## src/rtl/core/tnu_pkg.sv

```systemverilog
// Shared constants for the upward triangle normal block.
package tnu_pkg;

    // Default vertex coordinate width in bits.
    localparam int DEF_COORD_WIDTH = 16;

    // Default number of fraction bits of the unit normal.
    localparam int DEF_NORMAL_FRAC_BITS = 14;

    // Depth of the queue between the front and back pipelines.
    localparam int QUEUE_DEPTH = 4;

endpackage

```

## src/rtl/core/tnu_queue.sv

```systemverilog
// Short first-in first-out queue between the front and back pipelines.
module tnu_queue
    import tnu_pkg::*;
#(
    parameter int WIDTH = 8
)
(
    input  logic             clk,
    input  logic             rst_n,
    input  logic             push,
    input  logic [WIDTH-1:0] push_data,
    output logic             full,
    input  logic             pop,
    output logic             not_empty,
    output logic [WIDTH-1:0] pop_data
);

    localparam int AW = $clog2(QUEUE_DEPTH);

    logic [WIDTH-1:0] slot_reg [QUEUE_DEPTH];
    logic [AW-1:0]    wr_reg, rd_reg;
    logic [AW:0]      cnt_reg;

    assign full      = (cnt_reg == (AW+1)'(QUEUE_DEPTH));
    assign not_empty = (cnt_reg != '0);
    assign pop_data  = slot_reg[rd_reg];

    // Pointers and fill count.
    always_ff @(posedge clk or negedge rst_n)
    begin
        if (!rst_n)
        begin
            wr_reg  <= '0;
            rd_reg  <= '0;
            cnt_reg <= '0;
        end
        else
        begin
            if (push)
            begin
                wr_reg <= wr_reg + 1'b1;
            end
            if (pop)
            begin
                rd_reg <= rd_reg + 1'b1;
            end
            if (push && !pop)
            begin
                cnt_reg <= cnt_reg + 1'b1;
            end
            else if (pop && !push)
            begin
                cnt_reg <= cnt_reg - 1'b1;
            end
        end
    end

    // Storage.
    always_ff @(posedge clk)
    begin
        if (push)
        begin
            slot_reg[wr_reg] <= push_data;
        end
    end

endmodule

```

## config.mk

```make
export PLATFORM = sky130hd
export DESIGN_NAME = tnu_queue
export DESIGN_NICKNAME = d
export VERILOG_FILES = /design/src/rtl/core/tnu_pkg.sv /design/src/rtl/core/tnu_queue.sv
export SDC_FILE = /design/constraint.sdc
export NUM_CORES = 1
export LEC_CHECK = 0
export ABC_AREA = 1
export BUFFER_PORTS_ARGS = -buffer_cell sky130_fd_sc_hd__buf_2
export CAP_MARGIN = 20
export CORE_MARGIN = 2
export CORE_UTILIZATION = 25
export CTS_BUF_LIST = sky130_fd_sc_hd__clkbuf_4
export CTS_CLUSTER_SIZE = 25
export DETAILED_ROUTE_END_ITERATION = 7
export SLEW_MARGIN = 20
export SYNTH_ARGS = -nofsm -noshare
export SYNTH_HDL_FRONTEND = slang
export SYNTH_SLANG_ARGS = --single-unit
export TNS_END_PERCENT = 1
```

## constraint.sdc

```tcl
create_clock -name clk -period 1.25 [get_ports clk]
set_input_delay 0.25 -clock clk [delete_from_list [all_inputs] [get_ports clk]]
set_output_delay 0.25 -clock clk [all_outputs]
set_load 0.01 [all_outputs]
```

== Word-level counts from Yosys, hierarchy flattened ==
Memory sizes are Yosys's and may differ from the RTL's.
Index checks and enable logic that the tools add are counted.

* $add $sub $neg: 4
* Equal/unequal tests: 1
* Mux-type cells: 4
* Reduce and logical (&&, ||, !) cells: 6

{| class="wikitable"
|+ Operators by type and width
! cell !! count
|-
| $mux W3 || 2
|-
| $add A2 B1 Y2 const B || 2
|-
| $add A3 B1 Y3 const B || 1
|-
| $eq A3 B3 Y1 const B || 1
|-
| $reduce_bool A3 Y1 || 1
|-
| $sub A3 B1 Y3 const B || 1
|-
| $logic_and A1 B1 Y1 || 2
|-
| $logic_not A1 Y1 || 2
|-
| $mux W1 || 2
|-
| $reduce_bool A2 Y1 || 1
|}

* Bits in writable memories: 32
* Input port bits: 12
* Memories: 1
* Register bits: 7

{| class="wikitable"
|+ Memories
! name !! depth !! width !! rd ports !! clocked after Yosys merged registers in !! write ports !! RTL line !! source
|-
| slot_reg || 4 || 8 || 1 || 0 || 1 || tnu_queue.sv:20 || <nowiki>logic [WIDTH-1:0] slot_reg [QUEUE_DEPTH];</nowiki>
|}

== Depth between registers and ports, before layout ==
Gate-level depths: netlist of the first run.

* Word-level depth: 4
* Gate-level depth with buffers: 9
* Depth with buffers taken out: 9

== Least setup slack after synthesis of the first run ==
No wires, ideal clock.

* Path type: input port to flip-flop
* From: in pop
* To: reg cnt_reg[2]
* Stages on the path: 8
* Library setup time: 0.117 ns
* Arrival: 1.082 ns
* Path slack: 0.051 ns
* Required time: 1.133 ns
* Path buffers: 0
* Cell sequence: inv_1 > ha_1 > inv_1 > fa_1 > nand2_1 > nand3_1 > nand2_1 > nand2_1

* Word-level cells in the longest chain between the ends: 3

{| class="wikitable"
|+ RTL lines
! what !! RTL line !! source
|-
| start, declared || tnu_queue.sv:13 || <nowiki>input logic pop,</nowiki>
|-
| $logic_not A1 Y1 || tnu_queue.sv:47 || <nowiki>if (push && !pop)</nowiki>
|-
| $logic_and A1 B1 Y1 || tnu_queue.sv:47 ||
|-
| $mux W3 or $reduce_bool A2 Y1 (tied branches) || - ||
|-
| end signal, assigned || tnu_queue.sv:49 || <nowiki>cnt_reg <= cnt_reg + 1'b1;</nowiki>
|-
| end signal, assigned || tnu_queue.sv:53 || <nowiki>cnt_reg <= cnt_reg - 1'b1;</nowiki>
|-
| end, declared || tnu_queue.sv:22 || <nowiki>logic [AW:0] cnt_reg;</nowiki>
|}

Several ways; a longest one is shown, not always the timed one.
A chain may end at the register's enable or synchronous reset.

== Worst setup path in the final report of the first run ==
* From: reg rd_reg[0]
* To: out pop_data[3]

* Word-level cells in the longest chain between the ends: 1

{| class="wikitable"
|+ RTL lines
! what !! RTL line !! source
|-
| start, declared || tnu_queue.sv:21 || <nowiki>logic [AW-1:0] wr_reg, rd_reg;</nowiki>
|-
| start signal, assigned || tnu_queue.sv:45 || <nowiki>rd_reg <= rd_reg + 1'b1;</nowiki>
|-
| $mem_v2 Z4 W8 || - ||
|-
| end, declared || tnu_queue.sv:15 || <nowiki>output logic [WIDTH-1:0] pop_data</nowiki>
|}

No other way between the ends.

==> metrics.txt, run 1 <==
CTS tree done; drt drc 0; Leakage 0.000934 uW; #FFs+latches synth 39; PwrDens 2250 mW/mm^2; later-pin clock latency in the skew report 0.34 ns; Distinct cells, synth 19; syn_area_per_cell 12.0 um^2; floorplan core area 0.00672 mm^2; Ports 22; post-route clock period utilization 130%; clk sinks 39; Synth Net Count 160; failing checks negative setup slack; Final Max Slew Viols 0; H-tree levels 2; initial core utilization 25.4%; critical path type flip-flop to output port; Syn Inst Count 142; fin nets 195; f_max 614 MHz; synthesized area 0.00171 mm^2; Post-Route WL 2790 um; EDFF count, synth 32; Worst setup SP type flip-flop; CP startpoint rd_reg[0]; maxcap violations 0; area grow syn2layout 25.6%; Ys Warns 0; clock-pin slew on the worst setup and hold paths 0.12 ns; worst setup slack after layout -0.379 ns; r2r worst-path depth 5; drt pass-1 iters 4; Die H 86.7 um; Worst R2R Setup Slack 0.04 ns; Final setup viols 10; clk buf depth 2; number of nets still failing antenna checks after routing 0; Synth top area share 56.2%; RePlAce Congestion 0.741; initial antenna violation count 0; outcome finished with violations; measured slew at the worst slew-check pin 0.162 ns; Crit Path Max Fanout 34; VDD IR-drop max 0.508 mV; die area 0.00751 mm^2; Hold WS 0.103 ns; final setup TNS -2.90 ns; final hold violation count 0; Worst Path Arrival 1.38 ns; min Tclk post-route 1.63 ns; top-count cell post-synth nand2_1; hold endpoint slot_reg[1][6]; first-pass GRT wire length 4540 um; IO buf count 21; reg2reg start cnt_reg[1]; RSZ-0062 raised after global routing true; Via Count 1054; largest net degree at the start of global routing 35; hold path start push_data[6]; worst min path class input port to flip-flop; All-Layer GR Usage 8.02%; Clock Root Buffer clkbuf_4; layout cell share with drive strength beyond 1 28.1%; vias in the first global route 993; ranking of synthesized cells by area edfxtp_1 56%, dfrtp_1 10%, nand2_1 8.3%; commonest cells in the netlist 38 x nand2_1, 32 x edfxtp_1, 27 x inv_1; vias per cell 4.09; WP data required 1.00 ns; asr flop ratio synth 17.9%; GRT Residual Overflow 0; RR Endpoint cnt_reg[2]; Clock Skew 0.0114 ns; sequential-to-total area share from yosys stat 66.5%; # rows 30; Total Power 4830 uW; post-synth top area cell edfxtp_1; max FFs per register 32; hold path depth 1; Slew headroom 89.1%; dominant synthesized flop cell edfxtp_1; Die X 86.7 um; initial DRC count 78; CTS Buf Count 5; WL per Instance 10.8 um; critical path endpoint category output port; Post-DP HPWL 1920 um; Antenna diodes 0
[layout make-up]
type                            count  area [um^2]
Clock buffer                        5         37.5
Clock inverter                      3         67.6
Fill cell                         641         4570
Inverter                           28          108
Multi-Input combinational cell     69          418
Sequential cell                    39         1140
Tap cell                           80          100
Timing Repair Buffer               34          278
[per-layer routing]
layer / part of all wire [%] / global-route usage [%] / wire [um] / up-vias
li1: - / - / - / 541
met1: 43 / 8.38 / 1210 / 482
met2: 47 / 13.7 / 1320 / 23
met3: 5.6 / 2.67 / 157 / 8
met4: 3.7 / 5.26 / 104 / 0
met5: 0 / 0 / 0 / -
[report_power, final]
group | total [uW] | switching (uW) | internal [uW]
Combinational | 1880 | 1010 | 870
Sequential | 1920 | 177 | 1740
Clock | 1030 | 409 | 622
[cell families (layout without fill, tap and decap cells)]
| group | count (synthesis) | after routing | share of synthesized area, % |
|---|---|---|---|
| DFF | 39 | 39 | 66.5 |
| xor gates and xnor gates | 4 | 4 | 2.05 |
| buffers and inverters | 34 | 70 | 9.52 |
| adders and majority gates | 6 | 6 | 4.83 |
| and+or+nand+nor | 42 | 42 | 9.52 |
| AOI/OAI and AO/OA | 17 | 17 | 7.61 |
[critical path, stage by stage, from the launching register on]
cell      delay, ns
dfrtp_1        0.41
buf_12         0.17
o211ai_1       0.19
nand2_1        0.11
buf_2          0.15
[placed cells by master (no fill, tap or decap), types with 2 or more instances in the layout]
cell type   n
buf_4       6
o211ai_1   15
bufinv_16   2
inv_2       3
buf_2      20
dfrtp_1     5
dfrtp_2     2
clkbuf_4    5
inv_1      24
xor2_1      3
ha_1        5
nand2_1    38
edfxtp_1   32
buf_6       2
buf_12      5
[through the flow]
| stage | cell area (um^2) | cells | utilization [%] | setup WS [ns] |
|---|---|---|---|---|
| after floorplan | 1710 | 142 | - | 0.0507 |
| after global placement | 2010 | 249 | 29.9 | -0.0911 |
| after detailed placement | 2010 | 249 | 29.9 | -0.177 |
| after CTS | 2140 | 258 | 31.8 | -0.409 |
| after global routing | 2150 | 258 | 32.0 | -0.476 |
| final | 2150 | 258 | 32.0 | -0.379 |
[worst max path at each step]
stage | to | cells after the start | slack (ns)
CTS | pop_data[3] | 4 | -0.41
floorplan | cnt_reg[2] | 8 | 0.05
global route | pop_data[4] | 4 | -0.48
detailed placement | cnt_reg[2] | 9 | -0.18
finish | pop_data[3] | 4 | -0.38
global placement | cnt_reg[2] | 9 | -0.09
[timing repair]
item / in CTS / in global routing
gates resized for setup: 4 / 5
endpoints found under the setup margin: 11 / 32
setup buffers: 0 / 0
hold buffers: 1 / 0
pin swaps: 9 / 5
endpoints found under the hold margin: 7 / 0
Power figures use the tool's default switching activity.
==> inputs of run 2 (changes only) <==
- CORE_MARGIN: 2 -> unset
==> run 2 against run 1 <==
  * The run still ends with negative setup slack left
  * Cell count fell by 0.78%
  * Sequential share of layout area rose by 1.7 points
  * Maximum frequency rose by 2.9%
  * Clock skew fell by 0.00059 ns
  * Critical path type unchanged
  * Largest cell class unchanged
  * Largest power group unchanged
==> metrics.txt, run 2 (synthesized netlist as in run 1, its figures left out) <==
Ports 22; PwrDens 2100 mW/mm^2; CP max stage cell dfrtp_1; later-pin clock latency in the skew report 0.33 ns; Buf/Inv on CP 2; Die X 84.7 um; initial core utilization 26.5%; measured slew at the worst slew-check pin 0.200 ns; Post-Route WL 2920 um; CTS tree done; critical path type flip-flop to output port; vias in the first global route 1025; floorplan core area 0.00646 mm^2; number of nets still failing antenna checks after routing 0; clk sinks 39; maxcap violations 0; f_max 632 MHz; layout cell share with drive strength beyond 1 30.2%; Die H 84.7 um; WP data required 1.00 ns; Total Power 4360 uW; Slew headroom 86.6%; Via Count 1071; min Tclk post-route 1.58 ns; Core Util, Final 32.2%; vias per cell 4.18; final hold violation count 0; Final Max Slew Viols 0; Worst setup SP type flip-flop; area grow syn2layout 21.7%; Crit path max-delay family flip-flops; die area 0.00717 mm^2; RePlAce Congestion 0.727; Crit Path Max Fanout 34; H-tree levels 2; Clock Root Buffer clkbuf_4; VDD IR-drop max 0.517 mV; drt drc 0; Placed Instance Area 0.00199 mm^2; initial DRC count 43; # rows 29; RSZ-0062 raised after global routing true; clk buf depth 2; clock-pin slew on the worst setup and hold paths 0.11 ns; max FFs per register 32; final setup TNS -2.73 ns; worst setup slack after layout -0.333 ns; failing checks negative setup slack; Final Instance Area 0.00208 mm^2; slowest stage delay, CP 0.41 ns; WL per Instance 11.4 um; Antenna diodes 0; largest net degree at the start of global routing 35; critical path endpoint category output port; Leakage 0.000911 uW; fin nets 196; Fillers 668; Clock Skew 0.0108 ns; Worst Path Arrival 1.33 ns; All-Layer GR Usage 9.07%; Reg area 0.00114 mm^2; GRT Residual Overflow 0; Post-DP HPWL 2040 um; crit path cell chain buf_12, o211ai_1, nand2_1, buf_2; initial antenna violation count 0; drt pass-1 iters 6; outcome finished with violations; IO buf count 21; commonest cells after routing, fill and taps aside 37 x nand2_1, 32 x edfxtp_1, 23 x inv_1; worst min path class input port to flip-flop; Final setup viols 10; post-route clock period utilization 127%; most common cell after layout, fill and taps aside nand2_1; first-pass GRT wire length 4900 um; area of the multi-input gates 423 um^2; CTS Buf Count 5
[run 2: area by class of cell]
type | instances | area share (%)
flip-flops and latches | 39 | 54.7
inverters | 28 | 5.17
repair buffers | 35 | 12.4
clock buffers | 6 | 2.16
multi-input cells | 69 | 20.3
clock inverters | 2 | 0.601
well taps | 77 | 4.63
[run 2: metrics by stage]
stage | hold slack, ns | instances | setup WS (ns)
2_1_floorplan | -0.0456 | 142 | 0.0507
3_3_place_gp | 0.0904 | 247 | -0.0923
3_5_place_dp | 0.0935 | 247 | -0.143
4_1_cts | 0.101 | 256 | -0.373
5_1_grt | 0.0908 | 256 | -0.437
6_report | 0.124 | 256 | -0.333
[run 2: worst paths after layout]
check / cells past startpoint / slack [ns] / endpoint / from
worst max-delay path: 4 / -0.33 / pop_data[4] / rd_reg[0]
worst min-delay path: 1 / 0.12 / slot_reg[3][1] / push_data[1]
worst max register to register: 5 / 0.05 / slot_reg[0][3] / wr_reg[0]
worst min register to register: 2 / 0.50 / cnt_reg[2] / cnt_reg[2]
max in group asynchronous: 2 / 0.81 / wr_reg[0] / rst_n
min in group asynchronous: 2 / 0.26 / cnt_reg[2] / rst_n
[run 2: routing by layer]
metal / up-vias / global-route usage, % / share of wire, % / routed length (um)
li1: 540 / - / - / -
met2: 15 / 14.9 / 50 / 1470
met5: - / 0 / 0 / 0
met3: 6 / 3.05 / 4.0 / 116
met1: 510 / 10.4 / 43 / 1260
met4: 0 / 5.24 / 2.3 / 67
[run 2: power by group]
part	total, uW	switching [uW]	internal (uW)
logic	1820	1010	812
clock network	622	383	239
registers	1920	173	1740
[run 2: repair_timing]
action,CTS,global route
hold buffers,1,0
endpoints found under the setup margin,10,35
endpoints found under the hold margin,7,0
resized for setup,2,10
pin swaps,7,7
setup buffers,0,0
